[config.mk]
export PLATFORM = sky130hd
export DESIGN_NAME = linked_queue_with_free_list
export DESIGN_NICKNAME = d
export VERILOG_FILES = /design/src/sv/lqfl_pkg.sv /design/src/sv/lqfl_ram.sv /design/src/sv/lqfl_core.sv /design/src/sv/linked_queue_with_free_list.sv
export VERILOG_INCLUDE_DIRS = /design/src /design/src/sv
export SDC_FILE = /design/constraint.sdc
export NUM_CORES = 1
export LEC_CHECK = 0
export ABC_CLOCK_PERIOD_IN_PS = 6200
export BUFFER_PORTS_ARGS = -buffer_cell sky130_fd_sc_hd__clkbuf_2
export CORE_MARGIN = 2
export CORE_UTILIZATION = 45
export CTS_CLUSTER_SIZE = 28
export DETAILED_ROUTE_END_ITERATION = 7
export GPL_TIMING_DRIVEN = 0
export PLACE_DENSITY = 0.73
export SLEW_MARGIN = 20
export SYNTH_ARGS = -nofsm -noshare
export SYNTH_HDL_FRONTEND = slang
export SYNTH_SLANG_ARGS = --single-unit
[constraint.sdc]
create_clock -name i_clk -period 6.2 [get_ports i_clk]
set_clock_uncertainty 0.15 [all_clocks]
set_input_delay 0.31 -clock i_clk [delete_from_list [all_inputs] [get_ports i_clk]]
set_output_delay 0.31 -clock i_clk [all_outputs]
set_load 0.02 [all_outputs]
[src/sv/assert_macros.svh]
// ---------------------------------------------------------------------------
// Assertion macros for the RTL
// ---------------------------------------------------------------------------
`ifndef ASSERT_MACROS_SVH
`define ASSERT_MACROS_SVH

// Check a property on every rising edge of i_clk, masked while reset is held
`define ASSERT_CLK(label, prop, msg) \
    label: assert property (@(posedge i_clk) disable iff (!i_rst_n) (prop)) \
        else $error(msg);

// Check a property on every rising edge of i_clk, reset included
`define ASSERT_ALWAYS(label, prop, msg) \
    label: assert property (@(posedge i_clk) (prop)) else $error(msg);

`endif

[src/sv/lqfl_pkg.sv]
// ---------------------------------------------------------------------------
// lqfl_pkg
// Types and constants of the linked queue with free list.
// ---------------------------------------------------------------------------
`timescale 1ns / 1ps
`default_nettype none

package lqfl_pkg;

    localparam int NODE_COUNT_DEF = 8;
    localparam int DATA_W         = 32;
    localparam int STATUS_W       = 2;

    // operation codes on the input tuser bit
    localparam logic FUNC_ENQ = 1'b0;
    localparam logic FUNC_DEQ = 1'b1;

    // result status codes
    localparam logic [STATUS_W-1:0] STATUS_DONE  = 2'd0;
    localparam logic [STATUS_W-1:0] STATUS_FULL  = 2'd1;
    localparam logic [STATUS_W-1:0] STATUS_EMPTY = 2'd2;

    typedef struct packed {
        logic [DATA_W-1:0]   removed_value;
        logic [DATA_W-1:0]   front_value;
        logic [DATA_W-1:0]   rear_value;
        logic [STATUS_W-1:0] status;
        logic                is_empty;
        logic                is_full;
    } t_result;

endpackage

`default_nettype wire

[src/sv/lqfl_ram.sv]
// ---------------------------------------------------------------------------
// lqfl_ram
// Generic simple dual-port RAM, one write and one registered read port.
// ---------------------------------------------------------------------------
`timescale 1ns / 1ps
`default_nettype none

module lqfl_ram #(
    parameter int WIDTH = 32,
    parameter int DEPTH = 8
) (
    input  wire logic                     i_clk,
    input  wire logic                     i_wr_en,
    input  wire logic [$clog2(DEPTH)-1:0] i_wr_addr,
    input  wire logic [WIDTH-1:0]         i_wr_data,
    input  wire logic                     i_rd_en,
    input  wire logic [$clog2(DEPTH)-1:0] i_rd_addr,
    output logic      [WIDTH-1:0]         o_rd_data
);

    logic [WIDTH-1:0] r_mem [DEPTH];

    always_ff @(posedge i_clk) begin
        if (i_wr_en) begin
            r_mem[i_wr_addr] <= i_wr_data;
        end
        if (i_rd_en) begin
            o_rd_data <= r_mem[i_rd_addr];
        end
    end

endmodule

`default_nettype wire

[src/sv/lqfl_core.sv]
// ---------------------------------------------------------------------------
// lqfl_core
// List pointers, free-list allocator and idle/busy operation sequencer.
// ---------------------------------------------------------------------------
`timescale 1ns / 1ps
`default_nettype none

module lqfl_core #(
    parameter int NODE_COUNT = lqfl_pkg::NODE_COUNT_DEF
) (
    input  wire logic                                   i_clk,
    input  wire logic                                   i_rst_n,
    // operation request
    input  wire logic                                   i_valid,
    output logic                                        o_ready,
    input  wire logic                                   i_func,
    input  wire logic [lqfl_pkg::DATA_W-1:0]            i_value,
    // result towards the output register
    input  wire logic                                   i_out_free,
    output logic                                        o_res_valid,
    output lqfl_pkg::t_result                           o_res,
    // node store port
    output logic                                        o_rd_en,
    output logic [$clog2(NODE_COUNT)-1:0]               o_rd_addr,
    output logic                                        o_wr_en,
    output logic [$clog2(NODE_COUNT)-1:0]               o_wr_addr,
    output logic [$clog2(NODE_COUNT+1)+lqfl_pkg::DATA_W-1:0] o_wr_data,
    input  wire logic [$clog2(NODE_COUNT+1)+lqfl_pkg::DATA_W-1:0] i_rd_data
);

    import lqfl_pkg::*;

    localparam int IDX_W   = $clog2(NODE_COUNT + 1);
    localparam int ADDR_W  = $clog2(NODE_COUNT);
    localparam int ENTRY_W = IDX_W + DATA_W;
    localparam logic [IDX_W-1:0] NULL_IDX = IDX_W'(NODE_COUNT);

    localparam logic ST_IDLE = 1'b0;
    localparam logic ST_BUSY = 1'b1;

    logic              r_state, n_state;
    logic              r_func;
    logic [DATA_W-1:0] r_value;
    logic [IDX_W-1:0]  r_free_head, n_free_head;
    logic [IDX_W-1:0]  r_fresh, n_fresh;
    logic [IDX_W-1:0]  r_front, n_front;
    logic [IDX_W-1:0]  r_rear, n_rear;
    logic [DATA_W-1:0] r_front_val, n_front_val;
    logic [DATA_W-1:0] r_rear_val, n_rear_val;

    logic              w_accept;
    logic              w_commit;
    logic [IDX_W-1:0]  w_rd_idx;
    logic [IDX_W-1:0]  w_link;
    logic [DATA_W-1:0] w_next_val;
    logic              w_empty;
    logic              w_full;
    logic [IDX_W-1:0]  w_wr_idx;

    assign o_ready  = (r_state == ST_IDLE);
    assign w_accept = i_valid && o_ready;
    assign w_commit = (r_state == ST_BUSY) && i_out_free;

    // Enqueue looks up the successor of the free head, dequeue the front entry
    assign w_rd_idx  = (i_func == FUNC_ENQ) ? r_free_head : r_front;
    assign o_rd_en   = w_accept && (w_rd_idx != NULL_IDX);
    assign o_rd_addr = w_rd_idx[ADDR_W-1:0];

    // Each entry holds its link and the value of the node it links to
    assign w_link     = i_rd_data[ENTRY_W-1:DATA_W];
    assign w_next_val = i_rd_data[DATA_W-1:0];

    assign w_empty = (r_front == NULL_IDX);
    assign w_full  = (r_free_head == NULL_IDX);

    assign o_wr_addr = w_wr_idx[ADDR_W-1:0];

    always_comb begin
        n_state     = r_state;
        n_free_head = r_free_head;
        n_fresh     = r_fresh;
        n_front     = r_front;
        n_rear      = r_rear;
        n_front_val = r_front_val;
        n_rear_val  = r_rear_val;
        o_wr_en     = 1'b0;
        w_wr_idx    = r_rear;
        o_wr_data   = {r_free_head, r_value};
        o_res_valid = 1'b0;
        o_res.removed_value = '0;
        o_res.status        = STATUS_DONE;

        unique case (r_state)
            ST_IDLE: begin
                if (w_accept) begin
                    n_state = ST_BUSY;
                end
            end
            ST_BUSY: begin
                if (w_commit) begin
                    n_state     = ST_IDLE;
                    o_res_valid = 1'b1;
                    if (r_func == FUNC_ENQ) begin
                        if (w_full) begin
                            o_res.status = STATUS_FULL;
                        end else begin
                            // nodes at or above the fill mark still chain in order
                            if (r_free_head == r_fresh) begin
                                n_free_head = r_fresh + IDX_W'(1);
                                n_fresh     = r_fresh + IDX_W'(1);
                            end else begin
                                n_free_head = w_link;
                            end
                            if (w_empty) begin
                                n_front     = r_free_head;
                                n_front_val = r_value;
                            end else begin
                                o_wr_en   = 1'b1;
                                w_wr_idx  = r_rear;
                                o_wr_data = {r_free_head, r_value};
                            end
                            n_rear     = r_free_head;
                            n_rear_val = r_value;
                        end
                    end else begin
                        if (w_empty) begin
                            o_res.status = STATUS_EMPTY;
                        end else begin
                            o_res.removed_value = r_front_val;
                            o_wr_en     = 1'b1;
                            w_wr_idx    = r_front;
                            o_wr_data   = {r_free_head, DATA_W'(0)};
                            n_free_head = r_front;
                            if (r_front == r_rear) begin
                                n_front     = NULL_IDX;
                                n_rear      = NULL_IDX;
                                n_front_val = '0;
                                n_rear_val  = '0;
                            end else begin
                                n_front     = w_link;
                                n_front_val = w_next_val;
                            end
                        end
                    end
                end
            end
            default: n_state = ST_IDLE;
        endcase

        o_res.front_value = n_front_val;
        o_res.rear_value  = n_rear_val;
        o_res.is_empty    = (n_front == NULL_IDX);
        o_res.is_full     = (n_free_head == NULL_IDX);
    end

    always_ff @(posedge i_clk) begin
        if (!i_rst_n) begin
            r_state     <= ST_IDLE;
            r_free_head <= '0;
            r_fresh     <= '0;
            r_front     <= NULL_IDX;
            r_rear      <= NULL_IDX;
            r_front_val <= '0;
            r_rear_val  <= '0;
        end else begin
            r_state     <= n_state;
            r_free_head <= n_free_head;
            r_fresh     <= n_fresh;
            r_front     <= n_front;
            r_rear      <= n_rear;
            r_front_val <= n_front_val;
            r_rear_val  <= n_rear_val;
        end
    end

    always_ff @(posedge i_clk) begin
        if (w_accept) begin
            r_func  <= i_func;
            r_value <= i_value;
        end
    end

endmodule

`default_nettype wire

[src/sv/linked_queue_with_free_list.sv]
// ---------------------------------------------------------------------------
// linked_queue_with_free_list
// FIFO queue kept as a linked list in a node RAM, unused nodes on a free list.
// ---------------------------------------------------------------------------
//  channel  dir  tdata                               tuser
//  s_axis   in   value[31:0]                         func (0 enqueue, 1 dequeue)
//  m_axis   out  removed, front, rear (32 b each)    status[1:0], is_empty, is_full
//
//  In the accept cycle a word reads the node RAM; in the busy state that follows,
//  the block writes the RAM back and loads the result, as the RAM read is registered.
//  No clearing pass after reset: a fill mark tracks nodes never yet used.
//  A new word is accepted while a result waits; a stalled output holds the
//  finished operation in the busy state until the result register empties.
// ---------------------------------------------------------------------------
`timescale 1ns / 1ps
`default_nettype none
`include "assert_macros.svh"

module linked_queue_with_free_list #(
    parameter int NODE_COUNT = lqfl_pkg::NODE_COUNT_DEF
) (
    input  wire logic                          i_clk,
    input  wire logic                          i_rst_n,
    // input stream
    input  wire logic                          i_s_axis_tvalid,
    output logic                               o_s_axis_tready,
    input  wire logic [lqfl_pkg::DATA_W-1:0]   i_s_axis_tdata,  // value
    input  wire logic                          i_s_axis_tuser,  // func
    // result stream
    output logic                               o_m_axis_tvalid,
    input  wire logic                          i_m_axis_tready,
    output logic [3*lqfl_pkg::DATA_W-1:0]      o_m_axis_tdata,  // removed, front, rear
    output logic [lqfl_pkg::STATUS_W+1:0]      o_m_axis_tuser   // status, is_empty, is_full
);

    import lqfl_pkg::*;

    localparam int IDX_W   = $clog2(NODE_COUNT + 1);
    localparam int ADDR_W  = $clog2(NODE_COUNT);
    localparam int ENTRY_W = IDX_W + DATA_W;

    logic               w_res_valid;
    t_result            w_res;
    logic               w_out_free;
    logic               w_rd_en;
    logic [ADDR_W-1:0]  w_rd_addr;
    logic               w_wr_en;
    logic [ADDR_W-1:0]  w_wr_addr;
    logic [ENTRY_W-1:0] w_wr_data;
    logic [ENTRY_W-1:0] w_rd_data;

    logic               r_out_valid;
    t_result            r_out;

    // the result register frees up when empty or drained this cycle
    assign w_out_free = !r_out_valid || i_m_axis_tready;

    lqfl_core #(
        .NODE_COUNT (NODE_COUNT)
    ) u_core (
        .i_clk       (i_clk),
        .i_rst_n     (i_rst_n),
        .i_valid     (i_s_axis_tvalid),
        .o_ready     (o_s_axis_tready),
        .i_func      (i_s_axis_tuser),
        .i_value     (i_s_axis_tdata),
        .i_out_free  (w_out_free),
        .o_res_valid (w_res_valid),
        .o_res       (w_res),
        .o_rd_en     (w_rd_en),
        .o_rd_addr   (w_rd_addr),
        .o_wr_en     (w_wr_en),
        .o_wr_addr   (w_wr_addr),
        .o_wr_data   (w_wr_data),
        .i_rd_data   (w_rd_data)
    );

    // node store: link and successor value per node
    lqfl_ram #(
        .WIDTH (ENTRY_W),
        .DEPTH (NODE_COUNT)
    ) u_node_ram (
        .i_clk     (i_clk),
        .i_wr_en   (w_wr_en),
        .i_wr_addr (w_wr_addr),
        .i_wr_data (w_wr_data),
        .i_rd_en   (w_rd_en),
        .i_rd_addr (w_rd_addr),
        .o_rd_data (w_rd_data)
    );

    // result register: load on completion, drop once taken
    always_ff @(posedge i_clk) begin
        if (!i_rst_n) begin
            r_out_valid <= 1'b0;
        end else if (w_res_valid) begin
            r_out_valid <= 1'b1;
        end else if (i_m_axis_tready) begin
            r_out_valid <= 1'b0;
        end
    end

    always_ff @(posedge i_clk) begin
        if (w_res_valid) begin
            r_out <= w_res;
        end
    end

    assign o_m_axis_tvalid = r_out_valid;
    assign o_m_axis_tdata  = {r_out.rear_value, r_out.front_value, r_out.removed_value};
    assign o_m_axis_tuser  = {r_out.is_full, r_out.is_empty, r_out.status};

    // never overwrite a result that has not been taken
    `ASSERT_CLK(a_no_overwrite, w_res_valid |-> w_out_free, "result register overwritten")
    // an accepted word leaves the sequencer busy, not ready for another word
    `ASSERT_CLK(a_busy_after_accept, (i_s_axis_tvalid && o_s_axis_tready) |=> !o_s_axis_tready,
        "word accepted while busy")
    // a completed operation is presented on the next cycle
    `ASSERT_CLK(a_result_shown, w_res_valid |=> o_m_axis_tvalid, "result not presented")
    // a completed result never reports the queue both empty and full
    `ASSERT_ALWAYS(a_empty_not_full, w_res_valid |-> !(w_res.is_empty && w_res.is_full),
        "queue both empty and full")

endmodule

`default_nettype wire

==> key figures, run 1 <==
Timing
  • Setup ws final: 2700 ps
  • Min Hold Slack: 82.9 ps
  • Highest clock rate: 286 MHz
  • Final setup viols: 0
  • Final min period: ~3500 ps
  • Worst-Margin Slew: approximately 940 ps
  • Max-slew headroom at the worst pin: 0.360
  • Final period util: 0.564
  • Pins Over Slew Limit: 0
  • Final Hold Viols: 0
  • RSZ-0062 raised after global routing: no

Synthesis
  • EDFF count, synth: 457
  • Ys async rst share: 0
  • Synth Area per Inst: 18.9 µm²
  • Post-Synthesis Cells: roughly 1.1k
  • Synth cell types: 49
  • Yosys Warn Count: 0
  • Sequential area share after synthesis: 0.763
  • Syn nets: 1,105
  • Yosys reg bits: between 500 and 600
  • Synthesized cell area: 20,100 µm²
  • Top_reg_cell synth: edfxtp_1

Setup path
  • Setup CP Type: reg -> reg
  • Worst path required time: 6320 ps
  • Worst Path Arrival: 3620 ps
  • Worst Path Buf+Inv: 3
  • Cells along the critical path: nand2b_1, nand2_1, inv_6, buf_16, nand3_1, nor2_4, buf_12
  • Worst path max stage delay: between 700 and 800 ps
  • Worst path slowest cell: nor2_4
  • Worst Setup End Kind: flip-flop
  • Worst path top cell family by delay: simple AND/OR/NAND/NOR gates
  • Critical Path Source Type: flip-flop
  • Crit-path max FO: 80

GRT
  • Total GRT Usage: 0.195
  • Vias in the first global route: 11.0k
  • Largest net degree at the start of global routing: 81
  • Initial antenna violation count: 0
  • First-pass GRT wire length: 68,100 µm
  • Total gr overflow: 0

Floorplan
  • Die Ht: 216 µm
  • Die Width: roughly 220 µm
  • Initial Util: 0.455
  • IO Pins: 139
  • CORE AREA: 44,200 µm²
  • Num rows: 77
  • Die area: roughly 46,000 µm²

Clock network
  • CTS root buffer: clkbuf_16
  • CTS max path bufs: 3
  • CTS tree: built
  • H-tree Lvls: 2
  • Clock latency on the worst-skew pair: 570 ps
  • Num CTS Buffers: 52
  • Post-cts sizing count: 0
  • Clk slew on worst S/H paths: 60 ps
  • # clock sinks: approximately 540
  • Post-CTS setup buffer count: 0

Flow run
  • MaxCap Viol Count: 0

Detailed routing
  • Final ANT Viol Nets: 0
  • Drt wl/cell: 23.2 µm
  • Via density: between 5 and 6
  • DRC viols: 0
  • Routed wire length: between 40,000 and 50,000 µm
  • DR vias: 10.9k
  • Initial drt markers: around 1.1k
  • DRT Pass-1 Iters: 7

Final layout
  • Ant. Diodes: 0
  • Layout cells sized above 1: 0.287
  • Area growth syn-to-layout: 19.5%
  • Final std cells w/o fill: 1,946
  • Final Util: 0.544
  • Nets: 1,348
  • Layout filler cell count: 3,355

Pwr
  • Seq pwr share: 0.531
  • Pint: 6070 µW
  • Power consumption: 7830 µW
  • Switching Fraction: 0.225
  • VDD IR max: 0.000196 V
  • Clock power frac: 0.388
  • Power density over the cells: around 330 nW/µm²
  • Net Sw Power: 1760 µW
  • Gate power share: 0.081
  • Lkg Pwr: between 0.008 and 0.009 µW

Run status
  • Outcome: finished clean

Place
  • GP Congestion: roughly 0.89
  • I/O Buffers: 138
  • Placed cells: 1,812
  • Pre-CTS setup slack: approximately 2500 ps
  • DP HPWL: 28,200 µm

Min path
  • Hold Crit Class: in -> reg
path summary, 6_finish.rpt:
kind                     from                       to  slack (ps)  cells after the start
max           o_m_axis_tvalid  u_node_ram.r_mem[2][12]        2700                      7
min           i_m_axis_tready          o_m_axis_tvalid          80                      3
max reg2reg   o_m_axis_tvalid  u_node_ram.r_mem[2][12]        2700                      7
min reg2reg  u_core.r_rear[3]         u_core.r_rear[3]         310                      2
power groups by stage:
stage	Clock, µW	Sequential (µW)	Combinational (µW)
floorplan	0	4260	354
global placement	0	4230	587
detailed placement	0	4230	619
CTS	3080	4150	643
global route	3230	4160	687
finish	3040	4160	638
registers in the layout, summed over array words and instances, names as in the netlist:
name	flops
o_m_axis_tuser	4
u_node_ram.o_rd_data	36
o_m_axis_tdata	96
u_core.r_front_val	32
u_core.r_state	1
u_node_ram.r_mem	288
u_core.r_front	4
u_core.r_fresh	4
u_core.r_func	1
u_core.r_free_head	4
u_core.r_rear	4
o_m_axis_tvalid	1
u_core.r_value	32
u_core.r_rear_val	32
synth_stat cells, types with 4 or more instances:
| master | instances | area, µm² |
|---|---|---|
| buf_2 | 17 | 85.1 |
| a21oi_1 | 6 | 30.0 |
| nand4_1 | 4 | 25.0 |
| a22o_1 | 68 | 596 |
| inv_1 | 36 | 135 |
| xnor2_1 | 13 | 114 |
| o2bb2ai_1 | 4 | 35.0 |
| edfxtp_1 | 457 | 13700 |
| clkbuf_1 | 38 | 143 |
| nand2_1 | 9 | 33.8 |
| dfxtp_1 | 82 | 1640 |
| a222oi_1 | 31 | 310 |
| buf_6 | 6 | 67.6 |
| mux2_2 | 37 | 417 |
| a32oi_1 | 4 | 35.0 |
| nor3_1 | 6 | 30.0 |
| mux4_2 | 72 | 1620 |
| and2_1 | 76 | 475 |
| nor2_1 | 53 | 199 |
metal layers:
| layer | track usage | vias up | part of all wire |
|---|---|---|---|
| met3 | 0.0502 | 77 | 0.089 |
| met5 | 0 | - | 0 |
| li1 | - | 4766 | - |
| met1 | 0.270 | 5563 | 0.42 |
| met2 | 0.307 | 507 | 0.47 |
| met4 | 0.0556 | 0 | 0.023 |
cell families (layout without fill, tap and decap cells):
kind of cell | Yosys count | in the layout | share of synthesized area
buf+inv | 100 | 387 | 0.0219
mux | 112 | 112 | 0.103
compound gates | 134 | 134 | 0.0584
flops | 539 | 539 | 0.763
xor+xnor | 13 | 13 | 0.00566
fa+ha+maj | 1 | 1 | 0.000621
simple gates | 168 | 168 | 0.0474
worst reg2reg max path, stage by stage, from the launching register on:
cell,delay [ps]
dfxtp_1,320
nand2b_1,210
nand2_1,330
inv_6,360
buf_16,370
nand3_1,460
nor2_4,720
buf_12,270
layout make-up:
class                   count  area, µm²  share of cell area
plain buffers              61        295              0.0123
clock buffers              79       1550              0.0643
clock inverters            19        118             0.00489
inverters                  39        151             0.00629
multi-input cells         428       4410               0.183
flip-flops and latches    539      15400               0.639
well taps                 592        741              0.0308
repair buffers            189       1430              0.0596
repair_timing:
action / CTS / global route
endpoints found under the hold margin: 42 / 0
hold buffers: 36 / 0
endpoints found under the setup margin: 0 / 0
per-stage QoR:
step | TNS, ps | instance area (µm²)
2_1_floorplan | 0 | 20100
3_3_place_gp | -184440 | 21600
3_5_place_dp | 0 | 22000
4_1_cts | 0 | 24100
5_1_grt | 0 | 24100
6_report | 0 | 24100
layout by cell type, fill, tap and decap left out, types with 3 or more instances in the layout:
cell	n
mux2_2	37
a21oi_1	6
o2bb2ai_1	4
and2_1	75
nor3_1	6
a222oi_1	31
nor2_1	45
clkbuf_16	55
clkbuf_1	54
buf_2	17
o21ai_0	3
dfxtp_1	82
clkbuf_2	138
buf_12	4
buf_16	11
nand3_1	3
mux4_2	72
xnor2_1	13
inv_1	36
nor2_4	8
a22o_1	68
nor4_1	3
nand4_1	4
clkinv_2	12
nand2_1	9
a32oi_1	4
dlygate4sd3_1	36
clkinv_1	3
buf_6	6
clkbuf_8	8
edfxtp_1	457
No activity file was read; power rests on OpenSTA's default activity.
==> inputs of run 2 (changes only) <==
ABC_AREA = 1   (was default)
ABC_CLOCK_PERIOD_IN_PS = 3210   (was 6200)
PLACE_DENSITY = 0.76   (was 0.73)
clock period = 3.21 ns   (was 6.2 ns; I/O delays follow)
==> run 2 against run 1 <==
Against the previous run:
- critical path depth rose by 2
- via count rose by 30%
- setup slack got worse by 2600 ps
- first-iteration DRC count rose by 31%
- largest cell class unchanged
==> key figures, run 2 <==
Run status
  • Outcome: finished clean

Floorplan
  • Num rows: around 80
  • Initial Util: 0.457
  • Die Ht: between 200 and 250 µm
  • Die area: 47,900 µm²
  • IO Pins: 139
  • Die Width: roughly 220 µm
  • CORE AREA: 45,500 µm²

Detailed routing
  • Via density: 5.39
  • Final ANT Viol Nets: 0
  • Routed wire length: 51,500 µm
  • DR vias: about 14k
  • Initial drt markers: ~1.5k
  • Drt wl/cell: slightly below 20 µm
  • DRT Pass-1 Iters: 8
  • DRC viols: 0

Final layout
  • Area growth syn-to-layout: 19.7%
  • Max FFs per register: 288
  • Highest-count cells in the layout ignoring fill and taps: edfxtp_1, nor2_1, nand2_1
  • Layout filler cell count: roughly 3.6k
  • Post-route cell area: about 25,000 µm²
  • Nets: 2,033
  • Ant. Diodes: 0
  • Layout cells sized above 1: 0.163
  • Reg area: 15,400 µm²
  • Most common cell after layout, fill and taps aside: edfxtp_1
  • Multi-input logic area: about 4800 µm²
  • Reg with most FFs: u_node_ram.r_mem

Pwr
  • Switching Fraction: 0.236
  • Pint: approximately 12,000 µW
  • Clock power frac: 0.380
  • Lkg Pwr: 0.00911 µW
  • Net Sw Power: around 3600 µW
  • Seq pwr share: 0.525
  • VDD IR max: 0.000486 V
  • Power density over the cells: just over 600 nW/µm²
  • Gate power share: 0.095
  • Power consumption: between 15,000 and 20,000 µW

Place
  • GP Congestion: 0.878
  • I/O Buffers: 138
  • DP HPWL: roughly 35,000 µm
  • DP Area: 22,700 µm²
  • Pre-CTS setup slack: -222 ps

Clock network
  • CTS tree: built
  • Num CTS Buffers: 49
  • CTS max path bufs: 3
  • # clock sinks: 539
  • H-tree Lvls: 2
  • Clock latency on the worst-skew pair: 560 ps
  • CTS root buffer: clkbuf_16
  • Clk slew on worst S/H paths: about 60 ps

Timing
  • Setup ws final: between 150 and 200 ps
  • Final Hold Viols: 0
  • Setup_tns: 0 ps
  • Pins Over Slew Limit: 0
  • Final setup viols: 0
  • Min Hold Slack: slightly above 90 ps
  • Worst-Margin Slew: 731 ps
  • Highest clock rate: 327 MHz
  • Final period util: 0.952
  • RSZ-0062 raised after global routing: no
  • Max-slew headroom at the worst pin: 0.512
  • Final min period: slightly above 3000 ps

GRT
  • Largest net degree at the start of global routing: 37
  • Total gr overflow: 0
  • First-pass GRT wire length: 78,500 µm
  • Vias in the first global route: 14.1k
  • Total GRT Usage: 0.214
  • Initial antenna violation count: 1

Synthesis
  • EDFF count, synth: 457
  • Post-Synthesis Cells: ~1.7k
  • Ys async rst share: 0
  • Area contributors post-synth: edfxtp_1, dfxtp_1, nor2_1
  • Syn nets: 1,786
  • Sequential area share after synthesis: 0.739
  • Count leader, synth: edfxtp_1
  • Yosys Warn Count: 0
  • Synth Area per Inst: 11.9 µm²
  • Post-synth top area share: 0.660
  • Synthesized cell area: 20,800 µm²
  • Post-synth top cells: edfxtp_1, nor2_1, nand2_1, o21ai_0, nand3_1
  • Synth area leader: edfxtp_1
  • Yosys reg bits: 539
  • Top_reg_cell synth: edfxtp_1
  • Synth cell types: 35

Setup path
  • Crit-path max FO: 22
  • Setup CP Type: reg -> reg
  • Worst Path Arrival: 3170 ps
  • Worst Setup End Kind: flip-flop
  • Critical Path Source Type: flip-flop
  • Worst path required time: 3320 ps

Flow run
  • MaxCap Viol Count: 0

Min path
  • Hold Crit Class: in -> reg
-- run 2: cell type report --
type | instances | share of cell area
Clock buffer | 61 | 0.0523
Inverter | 99 | 0.0150
Multi-Input combinational cell | 1023 | 0.194
Clock inverter | 26 | 0.0114
Tap cell | 600 | 0.0302
Buffer | 87 | 0.0173
Timing Repair Buffer | 196 | 0.0619
Sequential cell | 539 | 0.618
-- run 2: cells by family after synthesis --
group           count (synthesis)  share of synthesized area
simple gates                  704                      0.137
buf+inv                       186                     0.0377
fa+ha+maj                       1                   0.000602
compound gates                313                     0.0833
flops                         539                      0.739
xor+xnor                        5                    0.00211
-- run 2: what timing repair did --
| action | CTS | global route |
|---|---|---|
| pin swaps | 4 | 1 |
| endpoints found under the setup margin | 179 | 18 |
| hold endpoints to repair | 42 | 0 |
| setup buffers | 1 | 1 |
| gates resized for setup | 6 | 0 |
| hold buffers | 40 | 0 |
-- run 2: metrics by stage --
step	util	std cells
after floorplan	-	1748
after global placement	0.493	2486
after detailed placement	0.500	2498
after CTS	0.544	2626
after global routing	0.547	2631
final	0.547	2631
-- run 2: final timing paths --
path | startpoint | to | slack [ps] | cells past startpoint
worst max-delay path | u_core.r_free_head[2] | u_node_ram.r_mem[2][1] | 150 | 9
worst min-delay path | i_m_axis_tready | u_core.r_free_head[2] | 90 | 6
worst max register to register | u_core.r_free_head[2] | u_node_ram.r_mem[2][1] | 150 | 9
worst min register to register | u_core.r_rear_val[11] | u_core.r_rear_val[11] | 320 | 2
-- run 2: layer usage --
layer	wire [µm]	track usage
met3	4400	0.0359
met5	10	0
met2	25100	0.367
met4	1560	0.0768
met1	20400	0.275
-- run 2: critical path: stages, from the launching register on --
cell     delay, ps
dfxtp_2        520
inv_1          150
nand4_1        210
inv_1          140
nand2_1        150
nand2_1        100
nor2_1         290
nand2_2        230
nor2_4         530
buf_12         260
-- run 2: power groups by stage --
stage                     Sequential (µW)  Combinational (µW)  Clock, µW
after global placement               8180                1290          0
after CTS                            8020                1450       5840
after floorplan                      8200                 784          0
final                                8030                1460       5810
after detailed placement             8170                1390          0
after global routing                 8040                1590       6120
==> inputs of run 3 (changes only) <==
CORE_UTILIZATION = 54   (was 45)
PLACE_DENSITY = 0.86   (was 0.76)
==> run 3 against run 2 <==
Against the previous run:
- the flow now finishes with violations (design-rule violations)
- final cell count down 3.3%
- utilization up 11 points
- first-iteration DRC count up 30%
- critical path type unchanged
==> key figures, run 3 (same netlist as run 2, synthesis figures left out) <==
Flow run
  • MaxCap Viol Count: 0

Timing
  • Setup ws final: approximately 120 ps
  • Max-slew headroom at the worst pin: 0.213
  • Min Hold Slack: ~150 ps
  • Final setup viols: 0
  • Final period util: 0.963
  • RSZ-0062 raised after global routing: no
  • Final min period: approximately 3100 ps
  • Final Hold Viols: 0
  • Worst-Margin Slew: 1170 ps
  • Pins Over Slew Limit: 0
  • Highest clock rate: 323 MHz

Detailed routing
  • DRT Pass-1 Iters: 8
  • Final ANT Viol Nets: 0
  • Initial drt markers: 1,929
  • Drt wl/cell: 21.7 µm
  • Routed wire length: 55,200 µm
  • DRC viols: 1
  • Via density: 5.90
  • DR vias: 15.0k

Clock network
  • Clock latency on the worst-skew pair: 580 ps
  • CTS root buffer: clkbuf_16
  • CTS tree: built
  • CTS max path bufs: 3
  • Num CTS Buffers: 50
  • H-tree Lvls: 2
  • # clock sinks: 539
  • Clk slew on worst S/H paths: 60 ps

Setup path
  • Setup CP Type: reg -> reg
  • Critical Path Source Type: flip-flop
  • Critical Path Source: u_core.r_state
  • Crit-path max FO: 21
  • Worst r2r src: u_core.r_state
  • Worst Path Arrival: 3200 ps
  • Worst Setup End Kind: flip-flop
  • Worst path required time: 3320 ps

Pwr
  • VDD IR max: between 0.0004 and 0.0005 V
  • Power density over the cells: 617 nW/µm²
  • Lkg Pwr: about 0.009 µW

Run status
  • Outcome: complete, but fails checks
  • Violated checks: design-rule violations

Final layout
  • Ant. Diodes: 0
  • Final Util: 0.654
  • Layout cells sized above 1: 0.164
  • Layout filler cell count: between 2k and 2.5k
  • Nets: 2,031
  • Max FFs per register: 288
  • Reg with most FFs: u_node_ram.r_mem
  • Most common cell after layout, fill and taps aside: edfxtp_1
  • Highest-count cells in the layout ignoring fill and taps: edfxtp_1, nor2_1, nand2_1
  • Area growth syn-to-layout: 18.9%
  • Post-route cell area: 24,700 µm²

GRT
  • Total gr overflow: 0
  • GR Layer Usage met3: 0.0526
  • Met1 usage: 0.340
  • Total GRT Usage: 0.269
  • Largest net degree at the start of global routing: 37
  • Global routing's busiest layer: met2
  • Met2 GRT Util: 0.452
  • Vias in the first global route: 15.1k
  • Initial antenna violation count: 0
  • First-pass GRT wire length: 83,700 µm

Place
  • DP Area: 22,600 µm²
  • GP Congestion: about 0.91
  • I/O Buffers: between 100 and 150
  • Pre-CTS setup slack: -302 ps
  • DP HPWL: 34,800 µm

Floorplan
  • Die Width: 200 µm
  • IO Pins: 139
  • Die Ht: approximately 200 µm
  • Num rows: 71
  • CORE AREA: 37,800 µm²
  • Initial Util: 0.550
  • Die area: 40,100 µm²

Min path
  • Hold Crit Class: in -> reg
  • Hold_sp: i_s_axis_tdata[25]
[run 3: timing repair]
action | in CTS | in global routing
hold endpoints to repair | 41 | 0
setup endpoints to repair | 225 | 44
pin swaps | 7 | 1
cloned | 2 | 1
hold buffers | 36 | 0
setup buffers | 3 | 0
gates resized for setup | 7 | 1
[run 3: power breakdown]
part           switching (µW)  internal, µW  total, µW
logic                    1040           442       1480
clock network            2530          3200       5730
registers                 157          7880       8040
total                    3730         11500      15300
[run 3: metrics by stage]
| step | setup TNS (ps) | total power, µW | cells |
|---|---|---|---|
| final | 0 | 15300 | 2545 |
| after global routing | 0 | 15700 | 2545 |
| after CTS | 0 | 15200 | 2542 |
| after detailed placement | -40520 | 9540 | 2408 |
| after global placement | -1126420 | 9430 | 2397 |
| after floorplan | -356940 | 8990 | 1748 |
[run 3: worst paths after layout]
| kind | to | slack, ps | cells past startpoint |
|---|---|---|---|
| setup / recovery | u_node_ram.r_mem[4][15] | 120 | 9 |
| hold / removal | u_core.r_value[25] | 150 | 2 |
| setup reg to reg | u_node_ram.r_mem[4][15] | 120 | 9 |
| hold reg to reg | u_core.r_rear_val[16] | 320 | 2 |
[run 3: final cells by class]
type	count	area [µm²]	area share
Clock inverter	24	218	0.00881
Timing Repair Buffer	190	1460	0.0592
Inverter	99	374	0.0151
Tap cell	511	639	0.0259
Multi-Input combinational cell	1026	4850	0.196
Buffer	87	432	0.0175
Clock buffer	69	1350	0.0548
Sequential cell	539	15400	0.622
[run 3: routing by layer]
metal  vias up  share of wire
met4         0          0.042
met5         -              0
li1       6572              -
met3       182           0.12
met1      7075           0.35
met2      1183           0.49
[run 3: critical path: stages, from the launching register on]
cell     delay (ps)
dfxtp_2         360
inv_2            80
a21oi_4         430
nand2_4         140
nor2_4          220
inv_4           130
a22oi_2         280
nand2_2         220
nor2_4          490
buf_16          250
